$ cat config.mk
export PLATFORM = sky130hd
export DESIGN_NAME = jabs_cordic
export DESIGN_NICKNAME = d
export VERILOG_FILES = /design/src/rtl/core/assert_macros.svh /design/src/rtl/core/jabs_pkg.sv /design/src/rtl/core/jabs_cordic.sv
export SDC_FILE = /design/constraint.sdc
export NUM_CORES = 2
export LEC_CHECK = 0
export BUFFER_PORTS_ARGS = -buffer_cell sky130_fd_sc_hd__buf_4
export CAP_MARGIN = 20
export CORE_MARGIN = 2
export CORE_UTILIZATION = 59
export DETAILED_ROUTE_END_ITERATION = 8
export PLACE_DENSITY = 0.75
export SYNTH_ARGS = -nofsm -noshare
export SYNTH_HDL_FRONTEND = slang
export SYNTH_SLANG_ARGS = --single-unit
$ cat constraint.sdc
create_clock -name aclk -period 6.5 [get_ports aclk]
set_input_delay 1.625 -clock aclk [delete_from_list [all_inputs] [get_ports aclk]]
set_output_delay 1.625 -clock aclk [all_outputs]
set_load 0.02 [all_outputs]
$ cat src/rtl/core/assert_macros.svh
// assertion macros shared by the joint angle block
// used by modules that clock on aclk and reset on aresetn
`ifndef ASSERT_MACROS_SVH
`define ASSERT_MACROS_SVH

// property checked on every rising clock edge outside reset
`define ASSERT_ALWAYS(label, prop, msg) \
    label: assert property (@(posedge aclk) disable iff (!aresetn) (prop)) else $error(msg);

// implication checked on every rising clock edge outside reset
`define ASSERT_IMPLIES(label, ante, cons, msg) \
    label: assert property (@(posedge aclk) disable iff (!aresetn) (ante) |-> (cons)) \
        else $error(msg);

`endif

$ cat src/rtl/core/jabs_pkg.sv
// shared types, constants and the arctangent table of the joint angle block
// no dependencies
package jabs_pkg;

    localparam int SC_W      = 30;   // scaled cross and dot, signed, magnitude below 2^29
    localparam int SQ_W      = 60;   // sum of squares of scaled cross components
    localparam int ROOT_W    = 30;   // cross length
    localparam int SQ_STEPS  = 30;   // one result bit per square root stage
    localparam int XY_W      = 34;   // cordic x and y, room for the gain
    localparam int Z_W       = 25;   // angle accumulator, centidegrees with 8 fraction bits
    localparam int ANG_FRAC  = 8;
    localparam int ANG_W     = 15;
    localparam int TAB_W     = 21;
    localparam int TAB_LEN   = 24;
    localparam logic signed [Z_W-1:0] Z_QUARTER = Z_W'(2304000);
    localparam logic signed [Z_W-1:0] Z_MAX     = Z_W'(18000 * 256);
    localparam logic [1:0] TRK_NONE = 2'd0;

    typedef enum logic [1:0] {
        ST_OK        = 2'd0,
        ST_UNTRACKED = 2'd1,
        ST_DEGEN     = 2'd2
    } status_t;

    typedef struct packed {
        status_t                 status;
        logic signed [SC_W-1:0]  dot;
    } side_t;

    // atan(2^-i) in centidegrees with 8 fraction bits
    function automatic logic [TAB_W-1:0] atan_entry(input int i);
        logic [TAB_W-1:0] e;
        begin
            unique case (i)
                0:  e = TAB_W'(1152000);
                1:  e = TAB_W'(680065);
                2:  e = TAB_W'(359328);
                3:  e = TAB_W'(182400);
                4:  e = TAB_W'(91554);
                5:  e = TAB_W'(45822);
                6:  e = TAB_W'(22916);
                7:  e = TAB_W'(11459);
                8:  e = TAB_W'(5730);
                9:  e = TAB_W'(2865);
                10: e = TAB_W'(1432);
                11: e = TAB_W'(716);
                12: e = TAB_W'(358);
                13: e = TAB_W'(179);
                14: e = TAB_W'(90);
                15: e = TAB_W'(45);
                16: e = TAB_W'(22);
                17: e = TAB_W'(11);
                18: e = TAB_W'(6);
                19: e = TAB_W'(3);
                20: e = TAB_W'(1);
                21: e = TAB_W'(1);
                default: e = '0;
            endcase
            return e;
        end
    endfunction

endpackage

$ cat src/rtl/core/jabs_cordic.sv
// vectoring cordic for atan2(cross length, dot) and rounding to centidegrees
// depends on jabs_pkg
module jabs_cordic #(
    parameter int CORDIC_STEPS = 16
) (
    input  logic                            aclk,
    input  logic                            aresetn,
    input  logic                            en,
    input  logic                            in_valid,
    input  logic [jabs_pkg::ROOT_W-1:0]     root,
    input  jabs_pkg::side_t                 in_side,
    output logic                            out_valid,
    output logic [jabs_pkg::ANG_W-1:0]      angle_centideg,
    output jabs_pkg::status_t               angle_status
);
    localparam int S  = CORDIC_STEPS;
    localparam int XW = jabs_pkg::XY_W;
    localparam int ZW = jabs_pkg::Z_W;

    logic [S+1:0]              v_reg;
    jabs_pkg::status_t         st_reg [S+1];
    logic signed [XW-1:0]      x_reg [S+1], y_reg [S+1];
    logic signed [ZW-1:0]      z_reg [S+1];
    logic signed [XW-1:0]      x_next [S], y_next [S];
    logic signed [ZW-1:0]      z_next [S];
    logic signed [ZW-1:0]      zc;
    logic [ZW-1:0]             rounded;
    logic [jabs_pkg::ANG_W-1:0] ang_reg;
    jabs_pkg::status_t         st_out_reg;

    always_comb begin
        logic signed [XW-1:0] xs, ys;
        for (int k = 0; k < S; k++) begin
            xs = x_reg[k] >>> k;
            ys = y_reg[k] >>> k;
            if (!y_reg[k][XW-1] && y_reg[k] != '0) begin
                x_next[k] = x_reg[k] + ys;
                y_next[k] = y_reg[k] - xs;
                z_next[k] = z_reg[k] + ZW'(jabs_pkg::atan_entry(k));
            end else begin
                x_next[k] = x_reg[k] - ys;
                y_next[k] = y_reg[k] + xs;
                z_next[k] = z_reg[k] - ZW'(jabs_pkg::atan_entry(k));
            end
        end
    end

    always_comb begin
        if (z_reg[S][ZW-1]) begin
            zc = '0;
        end else if (z_reg[S] > jabs_pkg::Z_MAX) begin
            zc = jabs_pkg::Z_MAX;
        end else begin
            zc = z_reg[S];
        end
        rounded = (ZW'(zc) + ZW'(1 << (jabs_pkg::ANG_FRAC - 1))) >> jabs_pkg::ANG_FRAC;
    end

    always_ff @(posedge aclk) begin
        if (!aresetn) begin
            v_reg <= '0;
        end else if (en) begin
            v_reg <= {v_reg[S:0], in_valid};
        end
    end

    always_ff @(posedge aclk) begin
        if (en) begin
            st_reg[0] <= in_side.status;
            // negative dot: turn by a quarter first
            if (in_side.dot[jabs_pkg::SC_W-1]) begin
                x_reg[0] <= XW'($signed({1'b0, root}));
                y_reg[0] <= -XW'(in_side.dot);
                z_reg[0] <= jabs_pkg::Z_QUARTER;
            end else begin
                x_reg[0] <= XW'(in_side.dot);
                y_reg[0] <= XW'($signed({1'b0, root}));
                z_reg[0] <= '0;
            end
            for (int k = 0; k < S; k++) begin
                st_reg[k + 1] <= st_reg[k];
                x_reg[k + 1]  <= x_next[k];
                y_reg[k + 1]  <= y_next[k];
                z_reg[k + 1]  <= z_next[k];
            end
            st_out_reg <= st_reg[S];
            ang_reg    <= (st_reg[S] == jabs_pkg::ST_OK) ?
                          rounded[jabs_pkg::ANG_W-1:0] : '0;
        end
    end

    assign out_valid      = v_reg[S + 1];
    assign angle_centideg = ang_reg;
    assign angle_status   = st_out_reg;
endmodule

# ---- Yosys cells after proc, flatten, opt, wreduce, memory -nomap -nowiden
# Memory sizes are Yosys's and may differ from the RTL's.
# Cells that the tools add are included.
dict set report classes {
  addsub 97
  n_mul 0
  div 0
  order_cmp 1
  eq_ne 0
  n_shift 0
  n_mux 93
  bitwise 3
  n_reduce_logical 49
}
# operator n
set op_table {}
lappend op_table {{$mux W34} 34}
lappend op_table {{$mux W21} 32}
lappend op_table {{$reduce_bool A34 Y1} 16}
lappend op_table {{$mux W25} 17}
lappend op_table {{$add A25 B21 Y25} 16}
lappend op_table {{$sub A25 B21 Y25} 16}
lappend op_table {{$add A34 B19 Y34} 2}
lappend op_table {{$add A34 B20 Y34} 2}
lappend op_table {{$add A34 B21 Y34} 2}
lappend op_table {{$add A34 B22 Y34} 2}
lappend op_table {{$add A34 B23 Y34} 2}
lappend op_table {{$add A34 B24 Y34} 2}
lappend op_table {{$add A34 B25 Y34} 2}
lappend op_table {{$add A34 B26 Y34} 2}
lappend op_table {{$add A34 B27 Y34} 2}
lappend op_table {{$add A34 B28 Y34} 2}
lappend op_table {{$add A34 B29 Y34} 2}
lappend op_table {{$add A34 B30 Y34} 2}
lappend op_table {{$add A34 B31 Y34} 2}
lappend op_table {{$add A34 B32 Y34} 2}
lappend op_table {{$add A34 B33 Y34} 2}
lappend op_table {{$sub A34 B19 Y34} 2}
lappend op_table {{$sub A34 B20 Y34} 2}
lappend op_table {{$sub A34 B21 Y34} 2}
lappend op_table {{other kinds (23)} 76}
dict set report word_totals {
  register_bits 35
  latch_bits 0
  ramBits 1615
  mem_bits_ro 0
  out_inout_bits 18
  n_memories 4
}
# memory words word_bits read_ports rd_clocked_by_memory_dff write_ports line_no
set mem_list {}
lappend mem_list {x_reg 17 34 16 0 17 jabs_cordic.sv:22} ;# logic signed [XW-1:0] x_reg [S+1], y_reg [S+1];
lappend mem_list {y_reg 17 34 16 0 17 jabs_cordic.sv:22}
lappend mem_list {z_reg 17 25 17 0 17 jabs_cordic.sv:23} ;# logic signed [ZW-1:0] z_reg [S+1];
lappend mem_list {st_reg 17 2 17 0 17 jabs_cordic.sv:21} ;# jabs_pkg::status_t st_reg [S+1];

# ---- Logic depth before layout (Yosys ltp)
# An unclocked memory read counts as a cell.
dict set report depth {
  depth_word 6
  depth_mapped 26
  mapped_depth_nobuf 24
}

# ---- Least setup slack after synthesis
# No wires, ideal clock.
dict set report synth_timing {
  path_kind {register -> register}
  start {memory y_reg[0][220] (netlist bit)}
  end {memory x_reg[0][270] (netlist bit) (data pin)}
  arrival_ns 5.826
  t_required_ns 6.235
  setup_slack_ns 0.408
  stages_incl_launch_ff 24
  n_path_buf 2
  synth_period_minus_slack_ns 6.092
  path_cell_list {edfxtp_1 -> or4_4 -> nor2_1 -> nand3b_1 -> or4_4 -> or4_4 -> nand2b_1 -> buf_2 -> inv_2 -> buf_1 -> nor2_1 -> xor2_1 -> ha_1 -> nor2b_1 -> o31ai_1 -> a21oi_1 -> nor2_1 -> o32ai_1 -> o41ai_1 -> o211ai_1 -> or4_1 -> a31oi_1 -> o21ai_0 -> xor2_1}
}
# element line_no
set synth_lines {}
lappend synth_lines {{start, declared} jabs_cordic.sv:22}
lappend synth_lines {{end, declared} jabs_cordic.sv:22}

==> impl_metrics.csv <==
group,metric,value,unit
clock_network,clockRootBuffer,"clkbuf_16",
yosys,yosys-top-cells-area,"edfxtp_1 (35%), ha_1 (14%), xnor2_1 (8.3%)",
clock_network,htreeDepth,4,
setup_path,crit_chain,"or4_4, nor4_2, nand2b_1, or4_4, nand4b_1, nand2_2, buf_4, buf_4, o31ai_1, xor2_1, ha_1, a21o_1, a21o_1, a21oi_1, o21ai_0, a211o_1, nand2_1, o21ai_0, a211o_1, a21oi_1, xnor2_1",
yosys,syn_area_per_cell,9.60,um2
timing,period_share,96.2,%
job,maxCapViolations,0,
timing,drv_slew,0,
routing,wire_per_inst,21.3,um
die,core-area,0.204,mm2
timing,period_needed,6250,ps
timing,setup_viol,0,
setup_path,crit_path_max_incr_delay,580,ps
yosys,synth_top_cell_area_share,35.4,%
routing,viasPerCell,6.25,
setup_path,required,7100,ps
timing,hold_viol,0,
global_routing,antenna_found_initial,7,
clock_network,cts_tree,"built",
yosys,synth_flop_cell,"edfxtp_1",
layout,syn2layout_area_growth,9.18,%
yosys,synthMuxAreaShare,0.936,%
die,start_util,59.3,%
yosys,async_reset_ff_share,0,%
routing,drcViolationCount,0,
routing,firstDrtPassIters,6,
min_path,hold_class,"reg -> reg",
yosys,synth_seq_cells,1448,
min_path,min-delay-start,"st_reg[0][7]",
clock_network,clk_pin_slew,70,ps
routing,dr_total_vias,98700,
yosys,synth-simple-area-share,13.9,%
yosys,ys_seq_area_share,35.7,%
timing,finClkSkew,58.1,ps
setup_path,path_class,"reg -> reg",
clock_network,cts_inserted_buffers,164,
yosys,yosysTopAreaCell,"edfxtp_1",
setup_path,path_delay_family,"compound AO/OA/AOI/OAI gates",
global_routing,grt_pass1_vias,95300,
yosys,synth_cells,12600,
routing,routed.top_layer,"met5",
clock_network,ctsHoldBuffers,0,
layout,drive_above_1_share,6.26,%
timing,setup_tns,0,ps
setup_path,r2r-start,"y_reg[0][84]",
routing,wl_met2,157000,um
outcome,status,"completed",
place,hpwl,265000,um
min_path,holdPathEnd,"st_reg[0][9]",
global_routing,grt_usage,31.3,%
yosys,synth_top_family_by_area,"compound AO/OA/AOI/OAI gates",
yosys,synth_xor_area_share,12.8,%
setup_path,r2r_cells,21,
yosys,synth_cell_type_count,95,
die,die_y,457,um
timing,slew_headroom,32.0,%
timing,clock.fmax,160,MHz
setup_path,slowest_stage,"or4_4",
clock_network,clk_path_buf_depth,3,
die,io_pins,84,
routing,wl_met1,148000,um
setup_path,r2r_slack,250,ps
routing,met3_length,18900,um
yosys,synth_edf_count,1430,
global_routing,grt_pass1_wl,526000,um
global_routing,grt_overflow,0,
routing,final_antenna_net_count,0,
layout,fill_cells,16700,
setup_path,worst_ep_arrival_time,6850,ps
routing,first_iter_violations,8024,
die,die_w,457,um
layout,largest_reg_flops,544,
setup_path,r2r-end,"y_reg[0][135]",
setup_path,startpoint_type,"flip-flop",
yosys,yosys.area_share.adder,14.4,%
min_path,worstHoldPathCells,0,
routing,wl,336000,um
place,io_buffer_count,83,
global_routing,grt_max_degree,181,
die,die_area,0.209,mm2
place,place_congestion,0.971,
yosys,synth_area,0.121,mm2
setup_path,cp_max_fo,30,
yosys,synth_compound_area_share,19.8,%
yosys,yosysWarnings,0,
setup_path,critPathCaptureType,"flip-flop",
layout,nets,14400,
timing,worst_pin_slew,1020,ps
die,rows,166,
timing,hold_slack,404,ps
clock_network,insertion_delay,860,ps
clock_network,cts_sinks,1448,
setup_path,path_buf_inv,2,
==> cell families after synthesis <==
group,Yosys count
compound gates,3759
other cells,1
fa+ha+maj,1367
flops,1448
simple gates,3375
buf+inv,808
mux,109
xor+xnor,1764
==> cell usage in the layout, fill, tap and decap left out, drive strengths merged, types with 148 or more instances in the layout <==
master / count
edfxtp: 1430
ha: 1324
a21oi: 1187
xnor2: 1155
nor2: 938
o21ai: 721
nand2: 651
inv: 614
xor2: 609
a21o: 536
buf: 332
nor3: 327
nand3: 253
nand2b: 230
o21a: 219
nor2b: 210
o31ai: 203
clkbuf: 182
o21bai: 148
==> metal layers <==
metal,up-vias,track usage [%]
met3,589,3.92
li1,47700,-
met4,4,11.2
met5,-,0
met2,2876,52.2
met1,47600,41.7
==> how the worst max path moves through the flow <==
stage / endpoint / slack (ps) / depth (start not counted) / from
after floorplan: x_reg[0][270] / 410 / 23 / y_reg[0][220]
after global placement: x_reg[0][338] / 100 / 26 / y_reg[0][281]
after detailed placement: x_reg[0][338] / 100 / 26 / y_reg[0][281]
after CTS: x_reg[0][370] / 20 / 22 / y_reg[0][315]
after global routing: x_reg[0][338] / -20 / 26 / y_reg[0][281]
final: y_reg[0][135] / 250 / 21 / y_reg[0][84]
==> synthesized netlist by cell type, drive strengths merged, types with 76 or more instances <==
cell	count
xnor2	1155
nand3	253
a21o	536
o21bai	148
and3	129
a31oi	99
nand2b	230
nor2b	210
a211oi	104
o41ai	85
nor2	938
nor4	117
nand2	651
a21oi	1187
ha	1324
nand4	82
or3	133
nor3	327
o31ai	203
clkbuf	159
or4	76
edfxtp	1430
xor2	609
o21a	219
o21ai	721
inv	596
==> area by class of cell <==
class	count	area (um2)	area share [%]
tap	2688	3360	2.54
clock buffer	182	4190	3.17
multi-input combinational	10400	75400	56.9
clock inverter	120	1240	0.937
sequential	1448	43300	32.7
inverter	600	2250	1.70
antenna	2	5.00	0.00378
timing repair buffer	332	2660	2.01
==> what timing repair did <==
action	4_1_cts	5_1_grt
buffers inserted	0	3
setup endpoints to repair	0	84
gates resized for setup	0	78
hold endpoints to repair	0	0
==> stage by stage <==
step	cells	setup WS [ps]	cell area (um2)	util [%]
after CTS	15800	20.9	132000	64.6
after global placement	15500	95.5	127000	61.9
after floorplan	12700	408	121000	-
final	15800	247	132000	64.8
after detailed placement	15500	95.7	127000	61.9
after global routing	15800	-17.5	132000	64.8
Power is not shown: default switching activity piles up to over one toggle a cycle in this logic, so the estimate is an artifact.
